==> config.mk <==
export PLATFORM = sky130hd
export DESIGN_NAME = record_format_parser
export DESIGN_NICKNAME = d
export VERILOG_FILES = /design/src/rtl/core/rfp_pkg.sv /design/src/rtl/core/record_format_parser.sv
export SDC_FILE = /design/constraint.sdc
export NUM_CORES = 1
export LEC_CHECK = 0
export BUFFER_PORTS_ARGS = -buffer_cell sky130_fd_sc_hd__buf_2
export CORE_ASPECT_RATIO = 0.7
export CORE_MARGIN = 4
export CORE_UTILIZATION = 50
export CTS_BUF_LIST = sky130_fd_sc_hd__clkbuf_16
export DETAILED_ROUTE_END_ITERATION = 12
export HOLD_SLACK_MARGIN = 0.02
export PLACE_DENSITY_LB_ADDON = 0.12
export SLEW_MARGIN = 0
export SYNTH_ARGS = -nofsm -noshare
export SYNTH_HDL_FRONTEND = slang
export SYNTH_SLANG_ARGS = --single-unit
==> constraint.sdc <==
create_clock -name i_clk -period 5.62 [get_ports i_clk]
set_input_delay 0.562 -clock i_clk [delete_from_list [all_inputs] [get_ports i_clk]]
set_output_delay 0.562 -clock i_clk [all_outputs]
set_load 0.05 [all_outputs]
==> src/rtl/core/rfp_pkg.sv <==
// package for the record format parser: item types, codes and state types
`timescale 1ns / 1ps

package rfp_pkg;

    localparam int MAX_COLUMNS_DEFAULT = 32;

    localparam int CFG_INDEX_W = 2;
    localparam int CFG_DATA_W  = 32;

    localparam logic [CFG_INDEX_W-1:0] CFG_COLUMN_COUNT     = 2'd0;
    localparam logic [CFG_INDEX_W-1:0] CFG_COLUMN_IS_STRING = 2'd1;

    localparam logic [2:0] KIND_NULL     = 3'd0;
    localparam logic [2:0] KIND_INT      = 3'd1;
    localparam logic [2:0] KIND_STR_LEN  = 3'd2;
    localparam logic [2:0] KIND_STR_BYTE = 3'd3;
    localparam logic [2:0] KIND_OK       = 3'd4;
    localparam logic [2:0] KIND_ERROR    = 3'd5;

    localparam logic [1:0] ERR_BITMAP  = 2'd0;
    localparam logic [1:0] ERR_INT     = 2'd1;
    localparam logic [1:0] ERR_LENGTH  = 2'd2;
    localparam logic [1:0] ERR_CONTENT = 2'd3;

    typedef struct packed {
        logic [7:0] data_byte;
        logic       final_byte;
    } t_in_item;

    typedef struct packed {
        logic [2:0]  kind;
        logic [4:0]  column;
        logic [31:0] value;
        logic [1:0]  error_code;
        logic        last;
    } t_out_item;

    typedef enum logic [2:0] {
        PH_BITMAP,
        PH_INT,
        PH_LEN,
        PH_CONTENT,
        PH_DONE
    } t_phase;

    typedef enum logic [1:0] {
        ST_IDLE,
        ST_EMIT,
        ST_ADV,
        ST_FINAL
    } t_state;

endpackage

==> src/rtl/core/record_format_parser.sv <==
// record format parser: null bitmap row record decoder, one byte per input item
//
//  channel  dir  handshake                   payload
//  in       in   i_in_valid / o_in_ready     i_in_item  (rfp_pkg::t_in_item)
//  out      out  o_out_valid / i_out_ready   o_out_item (rfp_pkg::t_out_item)
//  cfg      in   i_cfg_we                    i_cfg_index, i_cfg_data
//
//  a byte that completes an int, length or content result passes through an emit state
//  once the bitmap or a column is finished the column sequencer emits a null item for each
//  null column and then moves on to the next present column or the end of the schema
//  a final byte leads to a final state for the ok/error item; words shift in a byte per cycle
//  synchronous active-low reset clears the schema to one int column
//  a stalled output holds the sequencer, input is taken only when it is idle
`timescale 1ns / 1ps

module record_format_parser #(
    parameter int MAX_COLUMNS = rfp_pkg::MAX_COLUMNS_DEFAULT
) (
    input  logic                             i_clk,
    input  logic                             i_rst_n,
    input  logic                             i_in_valid,
    output logic                             o_in_ready,
    input  rfp_pkg::t_in_item                i_in_item,
    output logic                             o_out_valid,
    input  logic                             i_out_ready,
    output rfp_pkg::t_out_item               o_out_item,
    input  logic                             i_cfg_we,
    input  logic [rfp_pkg::CFG_INDEX_W-1:0]  i_cfg_index,
    input  logic [rfp_pkg::CFG_DATA_W-1:0]   i_cfg_data
);

    localparam int         LP_COLS   = (MAX_COLUMNS < 32) ? MAX_COLUMNS : 32;
    localparam logic [5:0] LP_COLS_W = 6'(LP_COLS);

    logic [5:0]          r_count;
    logic [31:0]         r_is_str;
    rfp_pkg::t_state     r_state, n_state;
    rfp_pkg::t_phase     r_phase, n_phase;
    logic [5:0]          r_col, n_col;
    logic [2:0]          r_bc, n_bc;
    logic [31:0]         r_gather, n_gather;
    logic [31:0]         r_rem, n_rem;
    logic [LP_COLS-1:0]  r_null, n_null;
    logic [7:0]          r_byte, n_byte;
    logic                r_fin, n_fin;
    logic                r_ov, n_ov;
    rfp_pkg::t_out_item  r_out, n_out;

    logic [5:0]          w_cnt;
    logic [2:0]          w_need;
    logic                w_slot;
    logic [31:0]         w_null32;
    logic [LP_COLS-1:0]  w_lane;
    rfp_pkg::t_state     w_after_in;
    rfp_pkg::t_state     w_after;
    rfp_pkg::t_phase     w_ph;
    logic [2:0]          w_bcx;

    always_comb begin
        if (r_count == 6'd0) begin
            w_cnt = 6'd1;
        end else if (r_count > LP_COLS_W) begin
            w_cnt = LP_COLS_W;
        end else begin
            w_cnt = r_count;
        end
        w_need = 3'((7'(w_cnt) + 7'd7) >> 3);
    end

    assign w_slot     = !r_ov || i_out_ready;
    assign w_null32   = 32'(r_null);
    assign w_after_in = i_in_item.final_byte ? rfp_pkg::ST_FINAL : rfp_pkg::ST_IDLE;
    assign w_after    = r_fin ? rfp_pkg::ST_FINAL : rfp_pkg::ST_IDLE;

    // byte lane of the bitmap selected by the bitmap byte count
    always_comb begin
        for (int i = 0; i < LP_COLS; i++) begin
            w_lane[i] = ((i >> 3) == int'(r_bc)) ? i_in_item.data_byte[i & 7] : 1'b0;
        end
    end

    always_comb begin
        n_state  = r_state;
        n_phase  = r_phase;
        n_col    = r_col;
        n_bc     = r_bc;
        n_gather = r_gather;
        n_rem    = r_rem;
        n_null   = r_null;
        n_byte   = r_byte;
        n_fin    = r_fin;
        n_ov     = r_ov && !i_out_ready;
        n_out    = r_out;
        w_ph     = r_phase;
        w_bcx    = r_bc;

        unique case (r_state)
            rfp_pkg::ST_IDLE: begin
                if (i_in_valid) begin
                    n_byte = i_in_item.data_byte;
                    n_fin  = i_in_item.final_byte;
                    if ((r_phase == rfp_pkg::PH_INT || r_phase == rfp_pkg::PH_LEN ||
                         r_phase == rfp_pkg::PH_CONTENT) && r_col >= w_cnt) begin
                        w_ph = rfp_pkg::PH_DONE;
                    end
                    n_phase = w_ph;
                    unique case (w_ph)
                        rfp_pkg::PH_BITMAP: begin
                            if (r_bc < w_need) begin
                                n_null = r_null | w_lane;
                                w_bcx  = r_bc + 3'd1;
                            end
                            n_bc = w_bcx;
                            if (w_bcx >= w_need) begin
                                n_col   = 6'd0;
                                n_state = rfp_pkg::ST_ADV;
                            end else begin
                                n_state = w_after_in;
                            end
                        end
                        rfp_pkg::PH_INT, rfp_pkg::PH_LEN: begin
                            n_gather = {i_in_item.data_byte, r_gather[31:8]};
                            n_bc     = r_bc + 3'd1;
                            n_state  = (r_bc == 3'd3) ? rfp_pkg::ST_EMIT : w_after_in;
                        end
                        rfp_pkg::PH_CONTENT: begin
                            n_state = rfp_pkg::ST_EMIT;
                        end
                        rfp_pkg::PH_DONE: begin
                            n_state = w_after_in;
                        end
                        default: begin
                            n_state = w_after_in;
                        end
                    endcase
                end
            end
            rfp_pkg::ST_EMIT: begin
                if (w_slot) begin
                    n_ov             = 1'b1;
                    n_out.column     = r_col[4:0];
                    n_out.error_code = rfp_pkg::ERR_BITMAP;
                    n_out.last       = 1'b0;
                    unique case (r_phase)
                        rfp_pkg::PH_INT: begin
                            n_out.kind  = rfp_pkg::KIND_INT;
                            n_out.value = r_gather;
                            n_col       = r_col + 6'd1;
                            n_state     = rfp_pkg::ST_ADV;
                        end
                        rfp_pkg::PH_LEN: begin
                            n_out.kind  = rfp_pkg::KIND_STR_LEN;
                            n_out.value = r_gather;
                            n_rem       = r_gather;
                            n_bc        = 3'd0;
                            if (r_gather == 32'd0) begin
                                n_col   = r_col + 6'd1;
                                n_state = rfp_pkg::ST_ADV;
                            end else begin
                                n_phase = rfp_pkg::PH_CONTENT;
                                n_state = w_after;
                            end
                        end
                        rfp_pkg::PH_CONTENT: begin
                            n_out.kind  = rfp_pkg::KIND_STR_BYTE;
                            n_out.value = {24'd0, r_byte};
                            n_rem       = r_rem - 32'd1;
                            if (r_rem == 32'd1) begin
                                n_col   = r_col + 6'd1;
                                n_state = rfp_pkg::ST_ADV;
                            end else begin
                                n_state = w_after;
                            end
                        end
                        default: begin
                            n_ov    = r_ov && !i_out_ready;
                            n_out   = r_out;
                            n_state = w_after;
                        end
                    endcase
                end
            end
            rfp_pkg::ST_ADV: begin
                if (r_col >= w_cnt) begin
                    n_phase = rfp_pkg::PH_DONE;
                    n_state = w_after;
                end else if (w_null32[r_col[4:0]]) begin
                    if (w_slot) begin
                        n_ov             = 1'b1;
                        n_out.kind       = rfp_pkg::KIND_NULL;
                        n_out.column     = r_col[4:0];
                        n_out.value      = 32'd0;
                        n_out.error_code = rfp_pkg::ERR_BITMAP;
                        n_out.last       = 1'b0;
                        n_col            = r_col + 6'd1;
                    end
                end else begin
                    n_phase  = r_is_str[r_col[4:0]] ? rfp_pkg::PH_LEN : rfp_pkg::PH_INT;
                    n_bc     = 3'd0;
                    n_gather = 32'd0;
                    n_state  = w_after;
                end
            end
            rfp_pkg::ST_FINAL: begin
                if (w_slot) begin
                    n_ov        = 1'b1;
                    n_out.value = 32'd0;
                    n_out.last  = 1'b1;
                    unique case (r_phase)
                        rfp_pkg::PH_DONE: begin
                            n_out.kind       = rfp_pkg::KIND_OK;
                            n_out.column     = 5'd0;
                            n_out.error_code = rfp_pkg::ERR_BITMAP;
                        end
                        rfp_pkg::PH_BITMAP: begin
                            n_out.kind       = rfp_pkg::KIND_ERROR;
                            n_out.column     = 5'd0;
                            n_out.error_code = rfp_pkg::ERR_BITMAP;
                        end
                        rfp_pkg::PH_INT: begin
                            n_out.kind       = rfp_pkg::KIND_ERROR;
                            n_out.column     = r_col[4:0];
                            n_out.error_code = rfp_pkg::ERR_INT;
                        end
                        rfp_pkg::PH_LEN: begin
                            n_out.kind       = rfp_pkg::KIND_ERROR;
                            n_out.column     = r_col[4:0];
                            n_out.error_code = rfp_pkg::ERR_LENGTH;
                        end
                        default: begin
                            n_out.kind       = rfp_pkg::KIND_ERROR;
                            n_out.column     = r_col[4:0];
                            n_out.error_code = rfp_pkg::ERR_CONTENT;
                        end
                    endcase
                    n_phase  = rfp_pkg::PH_BITMAP;
                    n_col    = 6'd0;
                    n_bc     = 3'd0;
                    n_gather = 32'd0;
                    n_rem    = 32'd0;
                    n_null   = '0;
                    n_fin    = 1'b0;
                    n_state  = rfp_pkg::ST_IDLE;
                end
            end
            default: begin
                n_state = rfp_pkg::ST_IDLE;
            end
        endcase
    end

    always_ff @(posedge i_clk) begin
        if (!i_rst_n) begin
            r_state  <= rfp_pkg::ST_IDLE;
            r_phase  <= rfp_pkg::PH_BITMAP;
            r_col    <= 6'd0;
            r_bc     <= 3'd0;
            r_gather <= 32'd0;
            r_rem    <= 32'd0;
            r_null   <= '0;
            r_fin    <= 1'b0;
            r_ov     <= 1'b0;
        end else begin
            r_state  <= n_state;
            r_phase  <= n_phase;
            r_col    <= n_col;
            r_bc     <= n_bc;
            r_gather <= n_gather;
            r_rem    <= n_rem;
            r_null   <= n_null;
            r_fin    <= n_fin;
            r_ov     <= n_ov;
        end
    end

    always_ff @(posedge i_clk) begin
        r_byte <= n_byte;
        r_out  <= n_out;
    end

    always_ff @(posedge i_clk) begin
        if (!i_rst_n) begin
            r_count  <= 6'd1;
            r_is_str <= 32'd0;
        end else if (i_cfg_we) begin
            if (i_cfg_index == rfp_pkg::CFG_COLUMN_COUNT) begin
                r_count <= i_cfg_data[5:0];
            end else if (i_cfg_index == rfp_pkg::CFG_COLUMN_IS_STRING) begin
                r_is_str <= i_cfg_data;
            end
        end
    end

    assign o_in_ready  = (r_state == rfp_pkg::ST_IDLE);
    assign o_out_valid = r_ov;
    assign o_out_item  = r_out;

endmodule

==> results of run 1 <==
==> cells in the mapped netlist, types with 4 or more instances <==
cell,instances,share of area (%)
nand2_1,170,6.5
a21oi_1,167,8.6
dfxtp_1,150,31
nor2_1,118,4.5
clkbuf_1,69,2.7
nand3_1,54,2.8
edfxtp_1,51,16
o21ai_0,45,2.3
and3_1,35,2.2
inv_1,24,0.92
nor4_1,22,1.4
ha_1,19,2.4
nor3_1,15,0.77
mux4_2,14,3.2
nor2b_1,12,0.77
mux2i_1,11,1.1
o31ai_1,11,0.85
a22oi_1,9,0.69
buf_2,9,0.46
a211oi_1,8,0.61
nand4_1,8,0.51
nand2b_1,7,0.45
a31oi_1,6,0.38
o211ai_1,6,0.46
or3_1,6,0.38
xnor2_1,6,0.54
buf_1,5,0.19
nand3b_1,5,0.38
o22ai_1,5,0.32
and2_1,4,0.26
and3b_1,4,0.36
nor3b_1,4,0.31
o31a_1,4,0.36
o41ai_1,4,0.36
==> worst reg2reg max path: stages, from the launching register on <==
cell and delay, ns:
dfxtp_1 0.38, o311a_1 0.39, nor2_2 0.20, or4b_1 0.49, a21oi_1 0.36, xnor2_1 0.12
ha_1 0.31, and3b_1 0.18, a2111oi_1 0.52, nand4_1 0.19, o311a_1 0.16, a32oi_2 0.27
nand3_2 0.25, or4_1 0.52, o22ai_1 0.15
==> placed cells by master (no fill, tap or decap), drive strengths merged, types with 8 or more instances in the layout <==
| cell type | synthesis | layout |
|---|---|---|
| and3 | 35 | 35 |
| a211oi | 8 | 8 |
| nand3 | 55 | 55 |
| dfxtp | 150 | 150 |
| or3 | 8 | 8 |
| ha | 19 | 19 |
| clkinv | 0 | 11 |
| nor3 | 15 | 15 |
| edfxtp | 51 | 51 |
| clkbuf | 69 | 20 |
| inv | 24 | 26 |
| mux4 | 14 | 14 |
| mux2i | 11 | 11 |
| buf | 15 | 103 |
| nor4 | 23 | 23 |
| a22oi | 9 | 9 |
| nor2 | 119 | 119 |
| o21ai | 46 | 46 |
| nand2 | 170 | 170 |
| a21oi | 167 | 167 |
| nor2b | 12 | 12 |
| nand4 | 8 | 8 |
| o31ai | 11 | 11 |
==> power breakdown <==
part	leakage, nW	total, mW	switching, mW	internal (mW)
registers	1.70	2.01	0.198	1.81
clock network	0.296	1.24	0.580	0.655
logic	2.03	1.91	1.43	0.479
total	4.03	5.16	2.21	2.95
==> flip-flops by register name, summed over array words and instances (netlist names) <==
| name | cells |
|---|---|
| r_fin | 1 |
| r_phase | 3 |
| r_gather | 32 |
| r_null | 32 |
| r_byte | 8 |
| r_is_str | 32 |
| r_rem | 32 |
| r_bc | 3 |
| r_state | 2 |
| o_out_valid | 1 |
| r_col | 6 |
| o_out_item | 43 |
| r_count | 6 |
==> per-layer routing <==
layer / global-route usage (%) / part of all wire [%] / vias to the layer above
met5: 0 / 0 / -
met4: 4.29 / 1.5 / 0
met3: 5.07 / 8.7 / 38
met2: 32.5 / 40 / 349
met1: 40.5 / 50 / 4121
li1: - / - / 4198
==> cells by family (layout without fill, tap and decap cells) <==
kind of cell / after synthesis / count (layout) / share of synthesized area, %
multiplexers: 27 / 27 / 4.58
XOR/XNOR: 8 / 8 / 0.717
AO/OA/AOI/OAI: 303 / 303 / 18.3
flip-flops: 201 / 201 / 46.4
adder cells (fa/ha/maj): 20 / 20 / 2.54
AND/OR/NAND/NOR: 478 / 478 / 23.1
buffers and inverters: 108 / 163 / 4.34
==> area by class of cell <==
| type | instances | area (sq um) | share of cell area (%) |
|---|---|---|---|
| clock inverters | 16 | 93.8 | 0.859 |
| multi-input cells | 836 | 4840 | 44.3 |
| clock buffers | 20 | 500 | 4.58 |
| repair buffers | 103 | 543 | 4.97 |
| inverters | 24 | 91.3 | 0.836 |
| well taps | 264 | 330 | 3.02 |
| flip-flops and latches | 201 | 4530 | 41.5 |
==> path summary, 6_finish.rpt <==
check / endpoint / start / slack [ns]
worst max register to register: r_col[4] / r_count[1] / 1.06
worst max-delay path: r_col[4] / r_count[1] / 1.06
worst min-delay path: r_is_str[13] / i_cfg_data[13] / 0.29
worst min register to register: r_is_str[9] / r_is_str[9] / 0.45
==> metrics by stage <==
step           hold slack, ns  area [sq um]  util [%]  worst slack, ns
2_1_floorplan           0.429          9770         -            0.166
3_3_place_gp            0.440         10300      54.3             1.27
3_5_place_dp            0.446         10300      54.3             1.13
4_1_cts                 0.274         10900      57.5             1.11
5_1_grt                 0.285         10900      57.5            0.808
6_report                0.286         10900      57.5             1.06
==> results.toml, run 1 <==
[sta]
tns_ns = 0
setup-violations-final = 0
relSlewSlack_pct = 21.7
slew_violations = 0
worst_slew_pin_slew_ns = 1.17
hold_viol = 0
clock-skew-final_ns = 0.0163
rsz0062_at_grt = "false"
min_period_over_period_pct = 81.2
max_freq_mhz = 219
min_period_ns = 4.56

[global_route]
grt_util_all_layers_pct = 24.4
grt_pass1_vias = 7992
antenna_found_initial = 0
grt_max_degree = 76
grt_pass1_wl_mm = 43.9
grt_overflow = 0

[setup_path]
critical_path.most_common_cell = "o311a_1"
crit_family = "compound AO/OA/AOI/OAI gates"
crit_path_start_kind = "flip-flop"
end_kind = "flip-flop"
crit_arrival_ns = 4.98
cpPeakStageDelay_ns = 0.52
cp.depth = 14
ff2ff_path_depth = 14
crit_slowest_cell = "a2111oi_1"
path_class = "flip-flop to flip-flop"
critPathMaxFanout = 12
crit_chain = "o311a_1 -> nor2_2 -> or4b_1 -> a21oi_1 -> xnor2_1 -> ha_1 -> and3b_1 -> a2111oi_1 -> nand4_1 -> o311a_1 -> a32oi_2 -> nand3_2 -> or4_1 -> o22ai_1"
worstPathRequired_ns = 6.04
worst-path-buf-inv = 0

[placement]
dp.cells = 1428
gp_congestion = 0.923
dp_hpwl_mm = 18.6
portBuffers = 92

[layout]
final_cell_count_no_fill = 1464
drive_gt1_share_pct = 13.6
nets = 1253
n_antenna_cell = 0
area_growth_pct = 11.9
fillCellCount = 1776

[worst_hold_path]
hold-path-cell-count = 3
hold_class = "input pin to flip-flop"

[clock_network]
clock_latency_ns = 0.51
cts_buffers = 20
tritoncts = "built"
clockBufferDepth = 3
clockRootBuffer = "clkbuf_16"
clkSlewWorstSetupHoldPaths_ns = 0.07
cts.sinks = 201
postCtsHoldBufs = 0
cts-htree-levels = 1
post_cts.repair.setup_buffers = 0
cts_resized = 0

[detailed_routing]
vias_per_cell = 5.95
drt-pass1-iter-count = 7
drtIter0Drc = 952
wl_per_cell_um = 18.8
routed_wl_mm = 27.5
antenna_left = 0
num_vias = 8706
drc_errors = 0

[floorplanning]
die_h_um = 125
die_x_um = 175
rows = 42
core_area_sq_um = 19000
io_pins = 93
die-area_sq_um = 21900
initial_core_util_pct = 51.4

[synthesis]
synth_area_sq_um = 9770
ys_ff_latch = 201
netlist_instances = 1145
synth_warnings = 0
synth_ff_type = "dfxtp_1"
syn_nets = 1212
synth_area_per_cell_sq_um = 8.53
ys_types = 75
seq_area_frac_synth_pct = 46.4
async_reset_ff_share_pct = 0
synth_edf_count = 51

[run_status]
status = "finished clean"

[pwr]
leakage_nw = 4.03
p_total_mw = 5.16
vdd_drop_max_mv = 0.259
power.density_nw_per_um2 = 472

[flow_run]
max_cap_violations = 0
Power figures use the tool's default switching activity.
==> run 2: changes to the inputs <==
==> constraint.sdc (replaced) <==
create_clock -name i_clk -period 4.4 [get_ports i_clk]
set_input_delay 0.44 -clock i_clk [delete_from_list [all_inputs] [get_ports i_clk]]
set_output_delay 0.44 -clock i_clk [all_outputs]
set_load 0.05 [all_outputs]
==> run 2 against run 1 <==
First-iteration DRC count rose by 12%. Clock-buffer cell count stayed put. Register-to-register slack worse by 0.84 ns. Sequential cell count did not move. Worst hold slack lost 0.12 ns. Via count up 1.6%. Clock skew fell by 0.0054 ns. Clock power is 27% higher. Power up 28%. Sequential share of layout area shrank 0.54 points.
==> results.toml, run 2 (same netlist as run 1, synthesis figures left out) <==
[run_status]
status = "finished clean"

[setup_path]
end_kind = "flip-flop"
critPathMaxFanout = 12
path_class = "flip-flop to flip-flop"
crit_arrival_ns = 4.60
crit_path_start_kind = "flip-flop"
worstPathRequired_ns = 4.82

[clock_network]
post_cts.repair.setup_buffers = 0
clkSlewWorstSetupHoldPaths_ns = 0.07
cts.sinks = 201
tritoncts = "built"
clockBufferDepth = 3
cts_buffers = 20
clockRootBuffer = "clkbuf_16"
clock_latency_ns = 0.50
cts-htree-levels = 1

[layout]
nets = 1267
fillCellCount = 1753
drive_gt1_share_pct = 14.7
utilization_pct = 58.2
layout_common_cells = "nand2_1, a21oi_1, dfxtp_1"
final_common_cell = "nand2_1"
design_area_sq_um = 11100
n_antenna_cell = 0
area_growth_pct = 13.4
largest_reg_flops = 43

[global_route]
grt_pass1_vias = 8046
grt_overflow = 0
antenna_found_initial = 0
grt_util_all_layers_pct = 24.4
grt_max_degree = 67
grt_pass1_wl_mm = 44.1

[placement]
portBuffers = 92
gp_congestion = 0.932
post-place-ws_ns = 0.0997
place_area_sq_um = 10500
dp_hpwl_mm = 18.8

[detailed_routing]
drtIter0Drc = 1063
num_vias = 8842
vias_per_cell = 5.98
drt-pass1-iter-count = 5
wl_per_cell_um = 18.5
routed_wl_mm = 27.4
antenna_left = 0
drc_errors = 0

[pwr]
p_comb_share_pct = 37.9
vdd_drop_max_mv = 0.328
leakage_nw = 4.12
p_sw_share_pct = 42.7
p_int_mw = 3.80
seq_power_share_pct = 38.4
power_frac_clock_pct = 23.7
power.density_nw_per_um2 = 598
power.switching_mw = 2.83
p_total_mw = 6.62

[floorplanning]
die-area_sq_um = 21900
die_h_um = 125
initial_core_util_pct = 51.4
rows = 42
core_area_sq_um = 19000
die_x_um = 175
io_pins = 93

[worst_hold_path]
hold_class = "input pin to flip-flop"

[sta]
worst_slew_pin_slew_ns = 1.16
clock-skew-final_ns = 0.0109
min_period_ns = 4.18
hold_viol = 0
slew_violations = 0
timing.final.ws_setup_ns = 0.221
max_freq_mhz = 239
tns_ns = 0
setup-violations-final = 0
min_period_over_period_pct = 95.0
relSlewSlack_pct = 22.4

[flow_run]
max_cap_violations = 0
## run 2: path summary, 6_finish.rpt
check / end / cells after the start / startpoint / slack (ns)
setup / recovery: r_col[4] / 14 / r_count[1] / 0.22
hold / removal: r_is_str[14] / 3 / i_cfg_data[14] / 0.16
setup reg to reg: r_col[4] / 14 / r_count[1] / 0.22
hold reg to reg: r_is_str[16] / 2 / r_is_str[16] / 0.45
## run 2: repair_timing
action	4_1_cts	5_1_grt
resized for setup	0	4
setup endpoints to repair	0	4
hold buffers	0	0
## run 2: critical path: stages (launching register included)
cell and delay (ns):
dfxtp_1 0.38, o311a_1 0.42, nor2_2 0.12, or4b_1 0.49
a21oi_2 0.19, xnor2_1 0.09, ha_1 0.31, and3b_1 0.21
a2111oi_4 0.39, nand4_1 0.19, o311a_1 0.16, a32oi_2 0.30
nand3_4 0.20, or4_1 0.51, o22ai_1 0.15
## run 2: power groups by stage
| stage | logic, mW | clock network [mW] | registers [mW] |
|---|---|---|---|
| final | 2.51 | 1.57 | 2.54 |
| after global routing | 2.68 | 1.68 | 2.58 |
| after CTS | 2.48 | 1.59 | 2.54 |
| after detailed placement | 2.46 | 0 | 2.58 |
| after global placement | 2.45 | 0 | 2.57 |
| after floorplan | 1.13 | 0 | 3.24 |
## run 2: stage by stage
| stage | hold WS (ns) | std cells |
|---|---|---|
| after CTS | 0.160 | 1478 |
| final | 0.163 | 1478 |
| after floorplan | 0.429 | 1145 |
| after global routing | 0.164 | 1478 |
| after detailed placement | 0.447 | 1442 |
| after global placement | 0.441 | 1442 |
## run 2: layout make-up
| type | count | area [sq um] | share of cell area (%) |
|---|---|---|---|
| Clock buffer | 20 | 500 | 4.52 |
| Clock inverter | 16 | 92.6 | 0.836 |
| Inverter | 24 | 91.3 | 0.825 |
| Multi-Input combinational cell | 836 | 4870 | 43.9 |
| Sequential cell | 201 | 4530 | 40.9 |
| Tap cell | 264 | 330 | 2.98 |
| Timing Repair Buffer | 117 | 661 | 5.96 |
## run 2: layer usage
layer  part of all wire (%)  vias up  GRT usage [%]  wire [um]
li1                       -     4230              -          -
met1                     50     4202           41.6      13700
met2                     40      383           32.6      11000
met3                    8.7       27           3.29       2370
met4                    1.2        0           3.83        315
met5                      0        -              0          0
